`src/design/skl_pkg.sv`:
```
// ----------------------------------------------------------------------------
// skl_pkg
// shared types and constants for the sorted key lookup block
// ----------------------------------------------------------------------------
package skl_pkg;

    // field widths
    localparam int PAGE_W  = 32;
    localparam int ITEM_W  = 16;
    localparam int KEY_W   = PAGE_W + ITEM_W;
    localparam int IDX_W   = 12;
    localparam int CNT_W   = 13;

    // input action codes
    localparam logic ACT_LOAD   = 1'b0;
    localparam logic ACT_LOOKUP = 1'b1;

    // controller to datapath commands
    typedef struct packed {
        logic load;     // write one table entry
        logic start;    // begin a search with the input key
        logic retry;    // restart the search with item id zero
        logic rd_mid;   // read the entry at the probe point
        logic rd_first; // read the entry at the lower bound
        logic step;     // narrow the range from the read key
        logic set_hit;  // record an exact match
        logic clr_hit;  // record a miss
    } t_dp_cmd;

    // datapath to controller status
    typedef struct packed {
        logic count_zero;     // search range is empty
        logic first_ge_limit; // lower bound is past the searched entries
        logic key_eq;         // read key equals the target
        logic can_retry;      // item-zero retry is allowed and not yet done
    } t_dp_sts;

endpackage

```
`src/design/skl_ctrl.sv`:
```
// ----------------------------------------------------------------------------
// skl_ctrl
// sequencer for loads, lower-bound probes, final check and fallback retry
// ----------------------------------------------------------------------------
module skl_ctrl (
    input  logic               i_clk,
    input  logic               i_rst_n,
    input  logic               i_valid,
    input  logic               i_action,
    output logic               o_ready,
    input  logic               i_out_free,
    output logic               o_publish,
    input  skl_pkg::t_dp_sts   i_sts,
    output skl_pkg::t_dp_cmd   o_cmd
);

    import skl_pkg::*;

    typedef enum logic [4:0] {
        S_IDLE  = 5'b00001,
        S_PROBE = 5'b00010,
        S_STEP  = 5'b00100,
        S_FCHK  = 5'b01000,
        S_DONE  = 5'b10000
    } t_state;

    t_state r_state;
    t_state n_state;

    // state register
    always_ff @(posedge i_clk) begin
        if (!i_rst_n) begin
            r_state <= S_IDLE;
        end else begin
            r_state <= n_state;
        end
    end

    // next state and commands
    always_comb begin
        n_state   = r_state;
        o_cmd     = '0;
        o_ready   = 1'b0;
        o_publish = 1'b0;
        unique case (r_state)
            S_IDLE: begin
                o_ready = 1'b1;
                if (i_valid) begin
                    if (i_action == ACT_LOOKUP) begin
                        o_cmd.start = 1'b1;
                        n_state     = S_PROBE;
                    end else begin
                        o_cmd.load = 1'b1;
                    end
                end
            end
            S_PROBE: begin
                if (!i_sts.count_zero) begin
                    o_cmd.rd_mid = 1'b1;
                    n_state      = S_STEP;
                end else if (!i_sts.first_ge_limit) begin
                    o_cmd.rd_first = 1'b1;
                    n_state        = S_FCHK;
                end else if (i_sts.can_retry) begin
                    o_cmd.retry = 1'b1;
                end else begin
                    o_cmd.clr_hit = 1'b1;
                    n_state       = S_DONE;
                end
            end
            S_STEP: begin
                o_cmd.step = 1'b1;
                n_state    = S_PROBE;
            end
            S_FCHK: begin
                if (i_sts.key_eq) begin
                    o_cmd.set_hit = 1'b1;
                    n_state       = S_DONE;
                end else if (i_sts.can_retry) begin
                    o_cmd.retry = 1'b1;
                    n_state     = S_PROBE;
                end else begin
                    o_cmd.clr_hit = 1'b1;
                    n_state       = S_DONE;
                end
            end
            S_DONE: begin
                if (i_out_free) begin
                    o_publish = 1'b1;
                    n_state   = S_IDLE;
                end
            end
            default: begin
                n_state = S_IDLE;
            end
        endcase
    end

endmodule

```
`config.mk`:
```
export PLATFORM = sky130hd
export DESIGN_NAME = skl_ctrl
export DESIGN_NICKNAME = d
export VERILOG_FILES = /design/src/design/skl_pkg.sv /design/src/design/skl_ctrl.sv
export SDC_FILE = /design/constraint.sdc
export NUM_CORES = 1
export LEC_CHECK = 0
export ABC_CLOCK_PERIOD_IN_PS = 3900
export BUFFER_PORTS_ARGS = -buffer_cell sky130_fd_sc_hd__buf_4
export CAP_MARGIN = 20
export CORE_AREA = 5 5 42 44
export DETAILED_ROUTE_END_ITERATION = 6
export DIE_AREA = 0 0 47 49
export PLACE_DENSITY = 0.54
export SYNTH_ARGS = -nofsm -noshare
export SYNTH_HDL_FRONTEND = slang
export SYNTH_SLANG_ARGS = --single-unit
```
`constraint.sdc`:
```
create_clock -name i_clk -period 3.9 [get_ports i_clk]
set_input_delay 1.17 -clock i_clk [delete_from_list [all_inputs] [get_ports i_clk]]
set_output_delay 1.17 -clock i_clk [all_outputs]
set_load 0.02 [all_outputs]
```
==> results of run 1 <==
[stage by stage]
stage / power [µW] / worst slack, ns / std cells / cell area, µm²
after global routing: 216 / 0.689 / 86 / 551
after detailed placement: 146 / 0.771 / 82 / 524
after CTS: 205 / 0.771 / 86 / 551
after floorplan: 118 / 0.891 / 50 / 384
final: 201 / 0.782 / 86 / 551
after global placement: 147 / 0.783 / 82 / 524
[area by class of cell]
type	instances	area (µm²)	share of cell area, %
Multi-Input combinational cell	40	258	46.8
Clock buffer	4	26.3	4.77
Tap cell	16	20.0	3.64
Inverter	3	11.3	2.05
Sequential cell	5	100	18.2
Timing Repair Buffer	18	135	24.5
[critical path, cell delays in order]
cell	delay (ns)
buf_4	0.11
and3_2	0.19
nand3_1	0.12
o21a_1	0.16
nor2_1	0.04
buf_4	0.15
[worst max-delay path by stage]
stage	endpoint	slack, ns
2_1_floorplan	o_cmd[0]	0.89
3_3_place_gp	o_cmd[5]	0.78
3_5_place_dp	o_cmd[5]	0.77
4_1_cts	o_cmd[5]	0.77
5_1_grt	o_cmd[0]	0.69
6_report	o_cmd[5]	0.78
[metal layers]
metal	wire [µm]	track usage [%]	vias to the layer above
li1	-	-	217
met1	405	11.9	172
met2	409	12.2	9
met3	68	4.06	0
met4	0	1.38	0
met5	0	0	-
[logic make-up (layout without fill, tap and decap cells)]
logic type,count (synthesis),after routing,synth area share (%)
AOI/OAI and AO/OA,11,11,25.4
DFF,5,5,26.1
buffers and inverters,5,25,6.84
and+or+nand+nor,29,29,41.7
[cells in the mapped netlist]
cell type	count	area share, %
nor2b_1	1	1.6
nand2b_1	2	3.3
buf_4	2	3.9
or3_4	1	2.9
o21ai_0	2	2.6
o211ai_1	1	2.0
o311ai_0	1	2.3
o21a_1	2	3.9
o31ai_4	1	5.5
a211oi_1	1	2.0
and3_1	1	1.6
a21o_2	1	2.3
nor3b_1	2	3.9
dfxtp_1	5	26
and3_2	1	2.0
inv_1	3	2.9
nor3_1	3	3.9
and2_1	4	6.5
nand2_1	3	2.9
o22a_2	1	2.6
nor2_1	7	6.8
nand3_1	3	3.9
a211o_1	1	2.3
and2b_2	1	2.3
[power by group through the flow]
stage / Combinational (µW) / Sequential, µW / Clock, µW
3_5_place_dp: 82.0 / 63.7 / 0
4_1_cts: 82.7 / 62.9 / 59.4
2_1_floorplan: 55.7 / 62.5 / 0
6_report: 81.7 / 63.1 / 56.4
3_3_place_gp: 83.3 / 63.8 / 0
5_1_grt: 90.2 / 64.0 / 61.8
[layout by cell type (no fill, tap or decap), types with 3 or more instances in the layout]
master	count
and2_1	4
inv_1	3
buf_4	18
dfxtp_1	5
clkbuf_4	3
nor3_1	3
nand2_1	3
nand3_1	3
nor2_1	7
==> summary.txt, run 1 <==
Detailed placer's ending HPWL: 738 µm
Number of global-route vias before repair: 373
P_leak: 0.000254 µW
Hold Crit Class: reg2reg
VDD IR-drop max: 0.182 mV
Max-slew headroom: 76.9%
Fin. Hold Viols: 0
CP max FO: 3
Hold path depth: 3
CP Capture Type: output pin
Wire per inst: 10.3 µm
Die ar.: 2300 µm²
Clk pin slew, worst setup/hold paths: 0.04 ns
Startpoint types: input pin
RSZ-0062 raised after global routing: false
Final Util: 39.3%
Nets: 80
Clk_skew: 0.00392 ns
Gpl congestion: 0.760
CTS tree: built
GRT Total Usage: 8.60%
Filler Cells Inserted: 148
Outcome: finished clean
CTS Buffer Depth: 2
H-tree levels: 1
Vias after detailed routing: 398
P per Cell Area: 365 nW/µm²
Tcrit/Tclk final: 80.0%
ANT cells: 0
Setup Viol. Count Final: 0
F_max: 321 MHz
Residual DRC count: 0
DRT antenna net count: 0
Proportion of layout cells with a drive suffix above 1: 38.6%
Sum Neg Setup Slack: 0 ns
Clk_lat worst skew: 0.23 ns
NetSw: 67.0 µW
Mapped Cells: 50
GR Overflow Total: 0
Root buffer cell: clkbuf_4
Total of max-cap violations: 0
Worst reg2reg path depth: 4
Iter 0 DRT Violations: 9
# clock sinks: 5
Drt pass-1 iters: 4
First-pass GRT wire length: 1500 µm
Crit path DAT: 1.95 ns
CORE AREA: 1400 µm²
Routed WL: 884 µm
I/O Buffers: 18
Row Count: 14
Library cells used by synthesis: 24
WS Path Type: in2out
Seq cells post-synth: 5
FF-to-FF Start: r_state[1]$_SDFFE_PN0P_
Post-CTS Setup Inserts: 0
FF-to-FF End: r_state[4]$_SDFFE_PN0P_
Seq/Total Area, Yosys: 26.1%
Synth Cell Area: 384 µm²
WHS Endpoint: r_state[1]$_SDFFE_PN0P_
YS warnings: 0
HP Start: r_state[0]$_SDFFE_PN1P_
Seq pwr share: 31.4%
Worst R2R Setup Slack: 2.45 ns
Hold slack: 0.675 ns
Cts bufs inserted: 3
Post-CTS sizing: 0
Syn Area/Cell: 7.68 µm²
Biggest regs: r_state (5)
Synth Net Count: 59
Starting Density: 27.4%
Initial antenna violation count: 0
Max Slew Vio Count: 0
Largest net degree at the start of global routing: 7
Area grow syn2layout: 43.3%
Cts hold-fix bufs: 0
Clk network pwr share: 28.0%
Boundary pin count: 19
Crit path from: i_sts[2]
Switch share: 33.3%
Height of the chip: 49 µm
P_int: 134 µW
Combinational power share: 40.6%
Max reg flops: 5
Avg Vias per Cell: 4.63
Min cycle time layout: 3.12 ns
Worst Tran Pin Value: 0.342 ns
Top reg by flops: r_state
Worst path required time: 2.73 ns
Die width: 47 µm
Power figures use the tool's default switching activity.
==> run 2, diff against run 1 <==
Settings changed: ABC_CLOCK_PERIOD_IN_PS 3900 to 2800, PLACE_DENSITY 0.54 to 0.56.
Clock period 3.9 ns to 2.8 ns, I/O delays scaled along.
==> run 2 against run 1 <==
  * Flip-flop and latch count unchanged
  * Sequential share of layout area unchanged
  * Clock-buffer cell count unchanged
  * Sequential power up 40%
  * Register-to-register slack worse by 1.1 ns
  * Global-route usage up 1.2 points
  * Die area unchanged
  * Cell count unchanged
  * Worst setup slack worse by 0.45 ns
  * Critical path type unchanged
  * Highest routed layer unchanged
==> summary.txt, run 2 (same netlist as run 1, synthesis figures left out) <==
Outcome: finished clean
Cts hold-fix bufs: 0
I/O Buffers: 18
Gpl congestion: 0.703
Residual DRC count: 0
Crit path DAT: 1.63 ns
GR Overflow Total: 0
Most frequent cells in the layout: 18 x buf_4, 7 x nor2_1, 5 x dfxtp_1
Iter 0 DRT Violations: 5
Top reg by flops: r_state
WS Path Type: in2out
CP Capture Type: output pin
Row Count: 14
Max reg flops: 5
CORE AREA: 1400 µm²
Vias after detailed routing: 409
Setup Viol. Count Final: 0
# clock sinks: 5
Total of max-cap violations: 0
First-pass GRT wire length: 1630 µm
Tcrit/Tclk final: 88.2%
Sum Neg Setup Slack: 0 ns
NetSw: 97.0 µW
Avg Vias per Cell: 4.76
Switch share: 34.1%
Detailed placer's ending HPWL: 784 µm
Worst path required time: 1.96 ns
Clk network pwr share: 29.1%
Min cycle time layout: 2.47 ns
Clk pin slew, worst setup/hold paths: 0.05 ns
HP Start: r_state[4]$_SDFFE_PN0P_
Boundary pin count: 19
Max-slew headroom: 73.8%
Number of global-route vias before repair: 372
Initial antenna violation count: 0
ANT cells: 0
Biggest regs: r_state (5)
Seq pwr share: 31.1%
P_int: 187 µW
Die ar.: 2300 µm²
Commonest non-fill, non-tap cell in the layout: buf_4
CP max FO: 3
CTS tree: built
Hold Crit Class: reg2reg
Finished Layout Cells: 86
Max Slew Vio Count: 0
Wire per inst: 11.0 µm
Placed insts: 82
P_leak: 0.000254 µW
Largest net degree at the start of global routing: 7
Worst Tran Pin Value: 0.390 ns
Clk_skew: 0.00466 ns
FF-to-FF Start: r_state[1]$_SDFFE_PN0P_
DRT antenna net count: 0
H-tree levels: 1
Routed WL: 947 µm
Nets: 80
Proportion of layout cells with a drive suffix above 1: 38.6%
Starting Density: 27.4%
RSZ-0062 raised after global routing: false
Root buffer cell: clkbuf_4
VDD IR-drop max: 0.350 mV
Fin. Hold Viols: 0
P per Cell Area: 516 nW/µm²
GRT Total Usage: 9.80%
Startpoint types: input pin
F_max: 405 MHz
Combinational power share: 39.8%
CTS Buffer Depth: 2
Post-CTS Setup Inserts: 0
Drt pass-1 iters: 4
Crit path from: i_sts[2]
Cts bufs inserted: 3
Post-CTS sizing: 0
Height of the chip: 49 µm
Clk_lat worst skew: 0.24 ns
Die width: 47 µm
Area grow syn2layout: 43.3%
## run 2: cell counts in the layout (fill, tap and decap cells not counted)
Identical to the previous run, type by type.
## run 2: layout make-up
type / instances / area (µm²)
Multi-Input combinational cell: 40 / 258
Fill cell: 158 / 851
Inverter: 3 / 11.3
Timing Repair Buffer: 18 / 135
Clock buffer: 4 / 26.3
Sequential cell: 5 / 100
Tap cell: 16 / 20.0
## run 2: power groups by stage
stage | sequential [µW] | combinational, µW | clock [µW]
6_report | 88.2 | 113 | 82.7
5_1_grt | 89.9 | 124 | 97.9
4_1_cts | 87.8 | 114 | 87.7
3_5_place_dp | 89.3 | 114 | 0
3_3_place_gp | 89.0 | 115 | 0
2_1_floorplan | 87.0 | 77.6 | 0
## run 2: worst max-delay path, stage by stage
cell and delay [ns]:
buf_4 0.11, and3_2 0.19, nand3_1 0.13, o21a_1 0.16, nor2_1 0.04, buf_4 0.15
## run 2: worst paths after layout
path	slack [ns]	cells past startpoint	to
worst max-delay path	0.33	6	o_cmd[5]
worst min-delay path	0.69	3	r_state[1]$_SDFFE_PN0P_
worst max register to register	1.33	4	r_state[4]$_SDFFE_PN0P_
worst min register to register	0.69	3	r_state[1]$_SDFFE_PN0P_
## run 2: through the flow
stage / utilization (%) / area (µm²) / worst slack, ns / hold slack, ns / total power, µW
after floorplan: - / 384 / 0.451 / 0.588 / 165
after global placement: 37.4 / 524 / 0.344 / 0.674 / 204
after detailed placement: 37.4 / 524 / 0.329 / 0.680 / 203
after CTS: 39.3 / 551 / 0.327 / 0.690 / 290
after global routing: 39.3 / 551 / 0.258 / 0.751 / 312
final: 39.3 / 551 / 0.331 / 0.689 / 284
## run 2: routing by layer
metal | track usage (%) | share of wire, %
met5 | 0 | 0
met4 | 2.76 | 0
met3 | 5.54 | 8.9
met2 | 12.7 | 47
met1 | 13.7 | 44
==> run 3, diff against run 2 <==
Settings changed: RECOVER_POWER set to 100.
==> run 3 against run 2 <==
  * Worst hold slack improved by 0.0034 ns
  * Largest power group unchanged
  * Sequential power about the same
  * Register-to-register slack got worse by 0.27 ns
  * Flip-flop and latch count did not move
  * Clock power is 2.8% higher
  * Worst setup slack got worse by 0.10 ns
  * Routed wire length increased by 1.7%
  * Die area stayed put
  * Clock-buffer cell count did not move
  * Total power down 6.2%
  * First-iteration DRC count increased by 20%
  * Combinational power is 17% lower
==> summary.txt, run 3 (same netlist as run 1, synthesis figures left out) <==
Most used cell, CP: clkbuf_1
CTS tree: built
CP max stage delay: 0.25 ns
P_leak: 0.000216 µW
GRT Total Usage: 9.80%
Sum Neg Setup Slack: 0 ns
Routed WL: 963 µm
Most frequent cells in the layout: 10 x clkbuf_1, 9 x buf_4, 7 x nor2_1
Placed insts: 82
VDD IR-drop max: 0.354 mV
ANT cells: 0
P per Cell Area: 535 nW/µm²
Switch share: 35.4%
Startpoint types: input pin
Proportion of layout cells with a drive suffix above 1: 22.9%
GR Overflow Total: 0
Gpl congestion: 0.703
Worst path required time: 1.96 ns
Max Slew Vio Count: 0
Largest net degree at the start of global routing: 7
Post-CTS sizing: 0
Clk network pwr share: 31.9%
Row Count: 14
Seq pwr share: 33.0%
CP Capture Type: output pin
# clock sinks: 5
RSZ-0062 raised after global routing: false
Residual DRC count: 0
Fin. Hold Viols: 0
Biggest regs: r_state (5)
Setup Viol. Count Final: 0
Clk_skew: 0.00937 ns
Height of the chip: 49 µm
Drt pass-1 iters: 6
Clk pin slew, worst setup/hold paths: 0.05 ns
Post-CTS Setup Inserts: 0
Initial antenna violation count: 0
Max reg flops: 5
Crit path DAT: 1.73 ns
Outcome: finished clean
Die ar.: 2300 µm²
Wire per inst: 11.2 µm
F_max: 389 MHz
P_int: 172 µW
Number of global-route vias before repair: 372
Commonest non-fill, non-tap cell in the layout: clkbuf_1
Nets: 80
Area grow syn2layout: 29.6%
Min cycle time layout: 2.57 ns
Finished Layout Cells: 86
CTS Buffer Depth: 2
Vias after detailed routing: 407
Worst Tran Pin Value: 0.513 ns
Max-slew headroom: 65.5%
CP max FO: 3
Avg Vias per Cell: 4.73
Cts bufs inserted: 3
Clk_lat worst skew: 0.24 ns
DRT antenna net count: 0
Crit-path cells: clkbuf_1 > and3_2 > nand3_1 > o21a_1 > nor2_1 > clkbuf_1
First-pass GRT wire length: 1630 µm
Cts hold-fix bufs: 0
Top reg by flops: r_state
I/O Buffers: 18
Root buffer cell: clkbuf_4
Detailed placer's ending HPWL: 784 µm
WS Path Type: in2out
Die width: 47 µm
Area after DPL: 524 µm²
Combinational power share: 35.0%
Tot Pwr: 266 µW
Iter 0 DRT Violations: 6
CORE AREA: 1400 µm²
NetSw: 94.3 µW
Boundary pin count: 19
Total of max-cap violations: 0
Tcrit/Tclk final: 91.9%
Design area: 498 µm²
Starting Density: 27.4%
H-tree levels: 1
Max stage delay cell, worst path: clkbuf_1
Hold Crit Class: reg2reg
[run 3: metrics by stage]
step | hold slack [ns] | setup slack, ns | utilization [%]
after floorplan | 0.588 | 0.451 | -
after global placement | 0.674 | 0.344 | 37.4
after detailed placement | 0.680 | 0.329 | 37.4
after CTS | 0.690 | 0.327 | 39.3
after global routing | 0.743 | 0.132 | 35.5
final | 0.693 | 0.228 | 35.5
[run 3: path summary, 6_finish.rpt]
check                          startpoint                       to  slack [ns]  depth (start not counted)
setup / recovery                 i_sts[3]                 o_cmd[5]        0.23                          6
hold / removal    r_state[4]$_SDFFE_PN0P_  r_state[1]$_SDFFE_PN0P_        0.69                          3
setup reg to reg  r_state[1]$_SDFFE_PN0P_  r_state[4]$_SDFFE_PN0P_        1.06                          4
hold reg to reg   r_state[4]$_SDFFE_PN0P_  r_state[1]$_SDFFE_PN0P_        0.69                          3
[run 3: final cells by class]
| class | count | area [µm²] |
|---|---|---|
| fillers | 168 | 903 |
| repair buffers | 18 | 101 |
| well taps | 16 | 20.0 |
| multi-input cells | 40 | 239 |
| clock buffers | 4 | 26.3 |
| flip-flops and latches | 5 | 100 |
| inverters | 3 | 11.3 |
[run 3: metal layers]
metal,vias up,global-route usage [%],wire [µm]
met1,179,13.7,440
met5,-,0,0
li1,214,-,-
met3,0,5.54,78
met4,0,2.76,0
met2,14,12.7,444
[run 3: worst max-delay path, delay by kind of cell]
| kind | cells | cell delay [ns] |
|---|---|---|
| compound gates | 1 | 0.15 |
| simple gates | 3 | 0.39 |
| buf+inv | 2 | 0.35 |
[run 3: power by group through the flow]
stage	clock [µW]	combinational (µW)	sequential (µW)
after floorplan	0	77.6	87.0
after global placement	0	115	89.0
after detailed placement	0	114	89.3
after CTS	87.7	114	87.8
after global routing	97.9	104	89.6
final	85.0	93.3	88.0
